[src/rtl/core/bbc_pkg.sv]
// shared types, widths and codes for the lru buffer cache
package bbc_pkg;

	localparam int ENTRIES = 32;
	localparam int SLOT_W  = 5;
	localparam int DEV_W   = 8;
	localparam int BLK_W   = 32;
	localparam int CNT_W   = 8;
	localparam int STAT_W  = 2;

	localparam logic [CNT_W-1:0] CNT_MAX = {CNT_W{1'b1}};

	typedef logic [SLOT_W-1:0]  slot_t;
	typedef logic [DEV_W-1:0]   dev_t;
	typedef logic [BLK_W-1:0]   blk_t;
	typedef logic [CNT_W-1:0]   cnt_t;
	typedef logic [STAT_W-1:0]  stat_t;
	typedef logic [ENTRIES-1:0] vec_t;

	// request kinds
	localparam logic KIND_ACQ = 1'b0;
	localparam logic KIND_REL = 1'b1;

	// result status codes
	localparam stat_t ST_OK      = 2'd0;
	localparam stat_t ST_NO_FREE = 2'd1;
	localparam stat_t ST_UNREF   = 2'd2;

	// cell update operations
	localparam logic [1:0] OP_HOLD = 2'd0;
	localparam logic [1:0] OP_HIT  = 2'd1;
	localparam logic [1:0] OP_FILL = 2'd2;
	localparam logic [1:0] OP_DROP = 2'd3;

	typedef struct packed {
		slot_t id;
		dev_t  dev;
		blk_t  blk;
		logic  valid;
		cnt_t  cnt;
	} entry_t;

	typedef struct packed {
		logic       shift;
		logic [1:0] op;
	} cell_ctl_t;

endpackage

[src/rtl/core/bbc_select.sv]
// picks most recent match, least recent free entry and the move-to-front span
module bbc_select (
	input  bbc_pkg::vec_t match,
	input  bbc_pkg::vec_t free,
	output bbc_pkg::vec_t hit_oh,
	output bbc_pkg::vec_t lru_oh,
	output bbc_pkg::vec_t front_mask
);

	bbc_pkg::vec_t free_rev;
	bbc_pkg::vec_t lru_rev;

	// position 0 is most recent, so lowest set bit wins
	assign hit_oh = match & (~match + 1'b1);

	always_comb begin
		for (int i = 0; i < bbc_pkg::ENTRIES; i++) begin
			free_rev[i] = free[bbc_pkg::ENTRIES-1-i];
		end
	end

	assign lru_rev = free_rev & (~free_rev + 1'b1);

	always_comb begin
		for (int i = 0; i < bbc_pkg::ENTRIES; i++) begin
			lru_oh[i] = lru_rev[bbc_pkg::ENTRIES-1-i];
		end
	end

	// positions 0 up to and including the hit
	assign front_mask = hit_oh | (hit_oh - 1'b1);

endmodule

[config.mk]
export PLATFORM = sky130hd
export DESIGN_NAME = bbc_select
export DESIGN_NICKNAME = d
export VERILOG_FILES = /design/src/rtl/core/bbc_pkg.sv /design/src/rtl/core/bbc_select.sv
export SDC_FILE = /design/constraint.sdc
export NUM_CORES = 1
export LEC_CHECK = 0
export ABC_AREA = 0
export BUFFER_PORTS_ARGS = -buffer_cell sky130_fd_sc_hd__buf_2
export CAP_MARGIN = 20
export CORE_AREA = 2 2 62 64
export DETAILED_ROUTE_END_ITERATION = 6
export DIE_AREA = 0 0 64 66
export GPL_TIMING_DRIVEN = 0
export PLACE_DENSITY = 0.82
export REMOVE_ABC_BUFFERS = 1
export SLEW_MARGIN = 10
export SYNTH_ARGS = -nofsm -noshare
export SYNTH_HDL_FRONTEND = slang
export SYNTH_SLANG_ARGS = --single-unit
[constraint.sdc]
create_clock -name vclk -period 2.1
set_input_delay 0.42 -clock vclk [all_inputs]
set_output_delay 0.42 -clock vclk [all_outputs]
set_load 0.05 [all_outputs]
==> results of run 1 <==
[Yosys cell counts, drive strengths merged]
cell,count
nor4bb,1
nor2b,2
nand4b,2
or3,2
nor4b,6
and3b,2
nand3,6
nor3b,4
nor4,34
nand2,14
conb,1
and2,7
and4b,1
buf,10
nor2,24
inv,20
clkbuf,2
nand3b,5
nand4,4
and3,5
nor3,31
nand2b,3
[per-stage QoR]
step / cells / worst slack [ps] / instance area [um^2] / setup TNS (ps) / hold WS, ps
after floorplan: 174 / -1860 / 990 / -89610 / 840
after CTS: 397 / -97.1 / 2580 / -1160 / 1160
after detailed placement: 381 / -852 / 1850 / -34670 / 1170
after global placement: 381 / -802 / 1850 / -32310 / 1160
[cell families after synthesis]
family | Yosys count | share of synthesized area, %
other | 1 | 0.354
AND/OR/NAND/NOR | 153 | 86.0
buffers and inverters | 32 | 13.7
[metal layers]
metal,GRT usage [%],overflow
met2,109,88
met5,0,0
met3,51.1,0
met1,73.3,1
met4,104,61
[what timing repair did]
action | in CTS
cloned | 4
pin swaps | 15
endpoints found under the setup margin | 70
gates resized for setup | 143
buffers inserted | 12
==> flow_summary_export.csv, run 1 <==
group,metric,value,unit
placement,portBuffers,159,
die,die_h,66,um
synthesis,avgSynthCellArea,5.70,um^2
placement,dp_hpwl,3.68,mm
die,initial_core_util,29.8,%
synthesis,netlist_instances,186,
synthesis,yosysUniqueCellTypes,29,
die,rows,22,
global_routing,groute.usage.overall,80.7,%
die,pin_count,160,
global_routing,gr-total-overflow,150,
placement,gp_congestion,0.817,
run_status,haltStage,"global routing",
sta,postGrtWorstEndpoint,"lru_oh[12]",
run_status,status,"stopped before the end",
synthesis,synth_area_leader_cell,"nor4_1",
synthesis,ys_seq_area_share,0,%
sta,endpoint_type,"primary output",
synthesis,synthTopCellsByArea,"nor4_1, nor3_1, nor2_1",
die,die_w,64,um
run_status,error,"[ERROR GRT-0232] Routing congestion too high. Check the congestion heatmap in the GUI.",
synthesis,yosys_warnings,0,
synthesis,yosys.area.top_type_share,17.7,%
cts,cts-hold-fix-buffers,0,
global_routing,grt_max_degree,20,
synthesis,mappedNetlistArea,0.00106,mm^2
==> inputs of run 2 (changes only) <==
- CORE_AREA: 2 2 62 64 -> unset
- CORE_UTILIZATION: unset -> 20
- DIE_AREA: 0 0 64 66 -> unset
- PLACE_DENSITY: 0.82 -> unset
- PLACE_DENSITY_LB_ADDON: unset -> 0.15
==> run 2 against run 1 <==
Effect of this change:
- the flow now finishes, with violations (negative setup slack)
- synthesized area unchanged
- synthesized cell count unchanged
==> flow_summary_export.csv, run 2 <==
group,metric,value,unit
sta,tns,-1740,ps
finish,mostFrequentLayoutCell,"buf_2",
global_routing,grt_pass1_wl,8.46,mm
global_routing,antenna_found_initial,0,
synthesis,netlist_instances,186,
die,initial_core_util,20.7,%
global_routing,met3_usage,0.937,%
finish,stdcell_area,0.00357,mm^2
synthesis,yosys.area.top_type_share,17.7,%
placement,pre_cts_ws,-851,ps
run_status,violations,"negative setup slack",
placement,portBuffers,159,
synthesis,synth_area_leader_cell,"nor4_1",
global_routing,grt_max_degree,20,
detailed_routing,drcViolationCount,0,
die,rows,26,
sta,hold_slack,1110,ps
detailed_routing,via_count,2269,
synthesis,yosys_warnings,0,
worst_hold_path,hold_depth,3,
synthesis,ys_seq_area_share,0,%
detailed_routing,first_iter_violations,63,
power,ir_worst_vdd,0.0000767,V
worst_setup_path,required,1680,ps
worst_setup_path,crit_type,"input port to output pin",
synthesis,synth_common_cells,"nor3_1, nor4_1, nor2_1",
worst_setup_path,startpoint_type,"input port",
detailed_routing,wirelength,7.28,mm
synthesis,synthTopCellsByArea,"nor4_1, nor3_1, nor2_1",
sta,finalHoldViolCount,0,
worst_hold_path,hp-start,"match[8]",
die,core-area,0.00511,mm^2
power,cellPowerDensity,93.0,mW/mm^2
finish,post-route-util,69.9,%
placement,dp_hpwl,3.67,mm
finish,antenna_cells,0,
power,total_power,0.332,mW
global_routing,groute.usage.overall,19.2,%
worst_setup_path,cp-end-kind,"output pin",
synthesis,avgSynthCellArea,5.70,um^2
sta,max_freq,453,MHz
global_routing,grtUsageMet2,40.4,%
synthesis,mappedNetlistArea,0.00106,mm^2
run_status,status,"finished with violations",
sta,post-route-period-util,105,%
synthesis,yosysUniqueCellTypes,29,
sta,setup_ws,-109,ps
job,drv_cap,0,
worst_setup_path,arrival,1790,ps
power,p_leak,1.78,nW
placement,place_area,0.00187,mm^2
placement,gp_congestion,0.753,
die,die_area,0.00559,mm^2
finish,mostFrequentLayoutCells,"buf_2, buf_6, buf_4",
placement,placed_cells,403,
global_routing,gr-total-overflow,0,
finish,n_clock_buffer,0,
detailed_routing,firstDrtPassIters,4,
global_routing,grt_pass1_vias,1840,
sta,drv_slew,0,
finish,area_growth,237,%
sta,setup_violations,35,
worst_setup_path,cp_max_fo,6,
finish,nFlopsAndLatches,0,
detailed_routing,ant_nets,0,
detailed_routing,avgRoutedWirePerCell,16.7,um
detailed_routing,avgViaCountPerCell,5.19,
worst_hold_path,hold_class,"input port to output pin",
die,die_w,74.8,um
sta,fin_crit,2210,ps
die,pin_count,160,
finish,seq_area,0,um^2
finish,final_cell_count_no_fill,437,
sta,rsz0062_at_grt,"yes",
finish,finish.net_count,433,
global_routing,grt_most_used_layer,"met2",
worst_hold_path,hold_end,"hit_oh[9]",
global_routing,use_met1,22.0,%
synthesis,yosysMostFrequentCell,"nor3_1",
die,die_h,74.8,um
finish,drive_gt1_share,75.7,%
-- run 2: where the power goes --
| part | internal (mW) | leakage, nW | total [mW] | switching, mW |
|---|---|---|---|---|
| clock | 0 | 0 | 0 | 0 |
| combinational | 0.117 | 1.78 | 0.332 | 0.215 |
| sequential | 0 | 0 | 0 | 0 |
-- run 2: worst max-delay path by stage --
stage / from / to / slack, ps
detailed placement: free[29] / lru_oh[11] / -850
global route: free[28] / lru_oh[5] / -190
CTS: free[30] / lru_oh[13] / -100
global placement: free[29] / lru_oh[19] / -840
floorplan: match[2] / hit_oh[15] / -1860
finish: free[26] / lru_oh[0] / -110
-- run 2: cells by family (layout without fill, tap and decap cells) --
group,count (synthesis),after routing,synth area share [%]
and+or+nand+nor,153,155,86.0
buffers and inverters,32,211,13.7
other,1,1,0.354
-- run 2: area by class of cell --
| type | count | area [um^2] |
|---|---|---|
| Inverter | 20 | 75.1 |
| Timing Repair Buffer | 191 | 1650 |
| Multi-Input combinational cell | 156 | 1760 |
| Tap cell | 70 | 87.6 |
| Fill cell | 382 | 1540 |
-- run 2: critical path, stage by stage --
cell and delay, ps:
buf_2 150, nor4_4 310, buf_4 160, nand4b_1 170, buf_6 210, nor4_2 130
buf_4 240
-- run 2: what timing repair did --
item / 4_1_cts / 5_1_grt
setup endpoints to repair: 71 / 74
pin swaps: 25 / 22
buffers inserted: 21 / 8
hold buffers: 0 / 0
gates cloned: 3 / 2
gates resized for setup: 142 / 187
-- run 2: routing by layer --
metal,share of wire (%),up-vias
met5,0,-
met4,1.7,0
met3,5.9,13
met2,56,121
met1,36,1074
li1,-,1061
No activity file was read; power rests on OpenSTA's default activity.
==> inputs of run 3 (changes only) <==
- REMOVE_ABC_BUFFERS: 1 -> unset
==> run 3 against run 2 <==
Effect of this change:
- the flow still finishes with violations (negative setup slack)
- die area stayed put
- hold slack better by 25 ps
- routed wire length is 12% lower
- via count is 3.4% lower
- setup slack worse by 40 ps
- largest cell class unchanged
- largest power group unchanged
==> flow_summary_export.csv, run 3 (synthesized netlist as in run 2, its figures left out) <==
group,metric,value,unit
placement,place_area,0.00284,mm^2
worst_setup_path,cp_max_fo,10,
worst_hold_path,hold_class,"input port to output pin",
global_routing,gr-total-overflow,0,
detailed_routing,ant_nets,0,
power,p_leak,1.94,nW
die,core-area,0.00511,mm^2
finish,stdcell_area,0.00381,mm^2
detailed_routing,firstDrtPassIters,4,
worst_setup_path,required,1680,ps
finish,nFlopsAndLatches,0,
sta,drv_slew,0,
worst_setup_path,startpoint_type,"input port",
sta,finalHoldViolCount,0,
finish,mostFrequentLayoutCell,"buf_2",
detailed_routing,avgRoutedWirePerCell,14.6,um
die,die_h,74.8,um
power,ir_worst_vdd,0.0000853,V
finish,area_growth,260,%
detailed_routing,drcViolationCount,0,
die,pin_count,160,
detailed_routing,wirelength,6.44,mm
die,rows,26,
synthesis,synthesis.nets,250,
global_routing,antenna_found_initial,0,
run_status,status,"finished with violations",
sta,fin_crit,2250,ps
run_status,violations,"negative setup slack",
worst_setup_path,cp-end-kind,"output pin",
sta,setup_ws,-149,ps
detailed_routing,via_count,2191,
sta,setup_violations,57,
global_routing,grt_pass1_vias,1940,
job,drv_cap,0,
global_routing,groute.usage.overall,20.2,%
worst_setup_path,cpMostUsedCell,"buf_12",
die,initial_core_util,20.7,%
finish,num-fill-cells,360,
cts,cts-hold-fix-buffers,0,
worst_hold_path,hp-start,"match[30]",
worst_setup_path,critPathSlowestCell,"nor4_4",
finish,antenna_cells,0,
finish,n_clock_buffer,0,
sta,rsz0062_at_grt,"yes",
sta,max_freq,445,MHz
die,die_w,74.8,um
detailed_routing,first_iter_violations,38,
placement,portBuffers,158,
worst_setup_path,path_cells,"buf_8 -> nor4_4 -> buf_4 -> nand4_4 -> buf_12 -> buf_12 -> nor3_4 -> buf_6",
die,die_area,0.00559,mm^2
finish,finish.net_count,437,
finish,mostFrequentLayoutCells,"buf_2, buf_6, nor4_4",
sta,post-route-period-util,107,%
power,cellPowerDensity,88.9,mW/mm^2
finish,seq_area,0,um^2
worst_setup_path,arrival,1830,ps
worst_setup_path,cp-startpoint,"match[3]",
placement,gp_congestion,0.757,
finish,drive_gt1_share,77.4,%
global_routing,grt_pass1_wl,9.17,mm
sta,tns,-3770,ps
worst_setup_path,crit_type,"input port to output pin",
global_routing,grt_max_degree,11,
worst_setup_path,max_stage_delay,260,ps
placement,dp_hpwl,4.38,mm
detailed_routing,avgViaCountPerCell,4.97,
-- run 3: changes by cell type in the layout (fill, tap and decap cells not counted), sizes merged --
cell and delta:
buf +3, clkbuf +3, clkinv +1, clkinvlp +1, inv -2, nand4 -1, nand4b -1
-- run 3: final timing paths --
path / to / cells after the start / slack, ps
worst max-delay path: hit_oh[25] / 8 / -150
worst min-delay path: front_mask[31] / 3 / 1140
-- run 3: cell type report --
| cell class | count | area, um^2 | area share (%) |
|---|---|---|---|
| Multi-Input combinational cell | 154 | 1870 | 49.0 |
| Timing Repair Buffer | 185 | 1590 | 41.6 |
| Buffer | 12 | 186 | 4.89 |
| Tap cell | 70 | 87.6 | 2.30 |
| Inverter | 20 | 83.8 | 2.20 |
-- run 3: timing repair --
action | CTS | global route
pin swaps | 24 | 19
resized for setup | 155 | 51
gates cloned | 2 | 1
setup endpoints to repair | 74 | 74
buffers inserted | 19 | 5
-- run 3: per-layer routing --
| metal | vias to the layer above | global-route usage, % | wire (um) |
|---|---|---|---|
| met4 | 0 | 1.68 | 0 |
| met1 | 1040 | 24.1 | 2350 |
| li1 | 1064 | - | - |
| met2 | 87 | 40.0 | 3670 |
| met3 | 0 | 2.14 | 415 |
| met5 | - | 0 | 0 |
-- run 3: critical path, delay by kind of cell --
kind	cells	cell delay (ps)
buffers and inverters	5	810
AND/OR/NAND/NOR	3	580
-- run 3: metrics by stage --
stage          setup slack, ps  util [%]  total power, mW  hold WS (ps)  cells
2_1_floorplan             -859         -            0.148           903    186
3_3_place_gp              -914      55.6            0.285          1200    414
3_5_place_dp              -959      55.6            0.287          1200    414
4_1_cts                   -127      70.0            0.325          1150    435
5_1_grt                   -220      74.7            0.360          1150    441
6_report                  -149      74.7            0.339          1140    441
-- run 3: power by group --
part	internal [mW]	switching (mW)
Clock	0	0
Combinational	0.125	0.214
Sequential	0	0
Total	0.125	0.214
==> inputs of run 4 (changes only) <==
- TNS_END_PERCENT: unset -> 5
==> run 4 against run 3 <==
Effect of this change:
- the flow still finishes with violations (negative setup slack)
- highest routed layer is now met4
- first-iteration DRC count is 42% higher
- sequential share of layout area is the same
- count of clock-buffer cells in the layout is the same
- global-route usage fell by 1.2 points
- critical endpoint is now lru_oh[5]
- final area shrank 12%
- hold slack improved by 4.2 ps
- largest cell class unchanged
==> flow_summary_export.csv, run 4 (synthesized netlist as in run 2, its figures left out) <==
group,metric,value,unit
run_status,status,"finished with violations",
run_status,violations,"negative setup slack",
finish,area_growth,218,%
die,die_h,74.8,um
detailed_routing,avgRoutedWirePerCell,13.8,um
finish,antenna_cells,0,
die,die_area,0.00559,mm^2
power,p_leak,1.74,nW
synthesis,synthesis.nets,250,
finish,final_cell_count_no_fill,432,
sta,post-route-period-util,106,%
worst_setup_path,required,1680,ps
finish,post-route-util,66.0,%
finish,finish.net_count,428,
sta,setup_violations,42,
worst_setup_path,path_cells,"buf_2 -> nor4_4 -> nand4b_1 -> buf_4 -> buf_6 -> nor4_2 -> buf_4",
detailed_routing,ant_nets,0,
worst_hold_path,hp-start,"match[30]",
die,die_w,74.8,um
finish,stdcell_area,0.00337,mm^2
worst_setup_path,critPathSlowestCell,"nor4_4",
worst_setup_path,critical_path_buf_inv_count,4,
worst_setup_path,cp_top_family,"buffers and inverters",
sta,drv_slew,0,
die,initial_core_util,20.7,%
worst_setup_path,cp-end-kind,"output pin",
worst_setup_path,arrival,1800,ps
detailed_routing,wirelength,5.97,mm
detailed_routing,avgViaCountPerCell,4.95,
sta,setup_ws,-121,ps
worst_setup_path,crit_type,"input port to output pin",
die,core-area,0.00511,mm^2
sta,rsz0062_at_grt,"yes",
finish,seq_area,0,um^2
worst_setup_path,cp-startpoint,"free[28]",
detailed_routing,drcViolationCount,0,
placement,gp_congestion,0.765,
global_routing,antenna_found_initial,0,
finish,multi_input_area,0.00169,mm^2
detailed_routing,via_count,2139,
global_routing,grt_max_degree,11,
worst_setup_path,cp_max_fo,10,
die,pin_count,160,
job,drv_cap,0,
sta,finalHoldViolCount,0,
placement,dp_hpwl,4.26,mm
cts,cts-hold-fix-buffers,0,
detailed_routing,first_iter_violations,54,
finish,n_clock_buffer,0,
finish,nFlopsAndLatches,0,
global_routing,gr-total-overflow,0,
placement,portBuffers,158,
global_routing,groute.usage.overall,19.1,%
worst_hold_path,hold_class,"input port to output pin",
sta,fin_crit,2220,ps
global_routing,grt_pass1_wl,8.58,mm
worst_setup_path,max_stage_delay,330,ps
finish,mostFrequentLayoutCells,"buf_2, buf_6, nor4_4",
sta,max_freq,450,MHz
power,cellPowerDensity,90.1,mW/mm^2
worst_setup_path,cpMostUsedCell,"buf_4",
power,ir_worst_vdd,0.0000783,V
die,rows,26,
finish,mostFrequentLayoutCell,"buf_2",
finish,drive_gt1_share,74.0,%
placement,place_area,0.00250,mm^2
worst_setup_path,startpoint_type,"input port",
finish,num-fill-cells,419,
placement,placed_cells,414,
global_routing,grt_pass1_vias,1921,
detailed_routing,firstDrtPassIters,4,
## run 4: routing by layer
| layer | vias to the layer above | track usage [%] | share of wire (%) |
|---|---|---|---|
| li1 | 1043 | - | - |
| met1 | 983 | 22.3 | 37 |
| met2 | 107 | 37.4 | 55 |
| met3 | 6 | 2.54 | 7.2 |
| met4 | 0 | 2.31 | 1.0 |
| met5 | - | 0 | 0 |
## run 4: layout make-up
| class | instances | area share (%) |
|---|---|---|
| plain buffers | 11 | 3.45 |
| inverters | 20 | 2.34 |
| multi-input cells | 154 | 50.0 |
| well taps | 70 | 2.60 |
| repair buffers | 177 | 41.6 |
## run 4: final timing paths
check,endpoint,slack [ps],cells after the start
worst min-delay path,front_mask[31],1140,3
worst max-delay path,lru_oh[5],-120,7
## run 4: power breakdown
part	internal, mW	switching (mW)
registers	0	0
logic	0.107	0.197
clock network	0	0
total	0.107	0.197
## run 4: timing repair
| action | 4_1_cts | 5_1_grt |
|---|---|---|
| hold endpoints to repair | 0 | 0 |
| cloned | 2 | 0 |
| setup endpoints to repair | 74 | 73 |
| buffers inserted | 16 | 1 |
| pin swaps | 32 | 9 |
| gates resized for setup | 160 | 31 |
## run 4: stage by stage
| step | total power, mW | hold slack (ps) | setup slack (ps) | setup TNS (ps) |
|---|---|---|---|---|
| after global placement | 0.255 | 1180 | -815 | -33670 |
| after detailed placement | 0.257 | 1190 | -793 | -33880 |
| final | 0.304 | 1140 | -121 | -2000 |
| after global routing | 0.325 | 1160 | -218 | -6660 |
| after CTS | 0.295 | 1150 | -129 | -1760 |
| after floorplan | 0.128 | 903 | -863 | -50880 |
## run 4: tightest hold or removal path: cells and delay by family
kind          cells  cell delay [ps]
buf+inv           2              250
simple gates      1               50
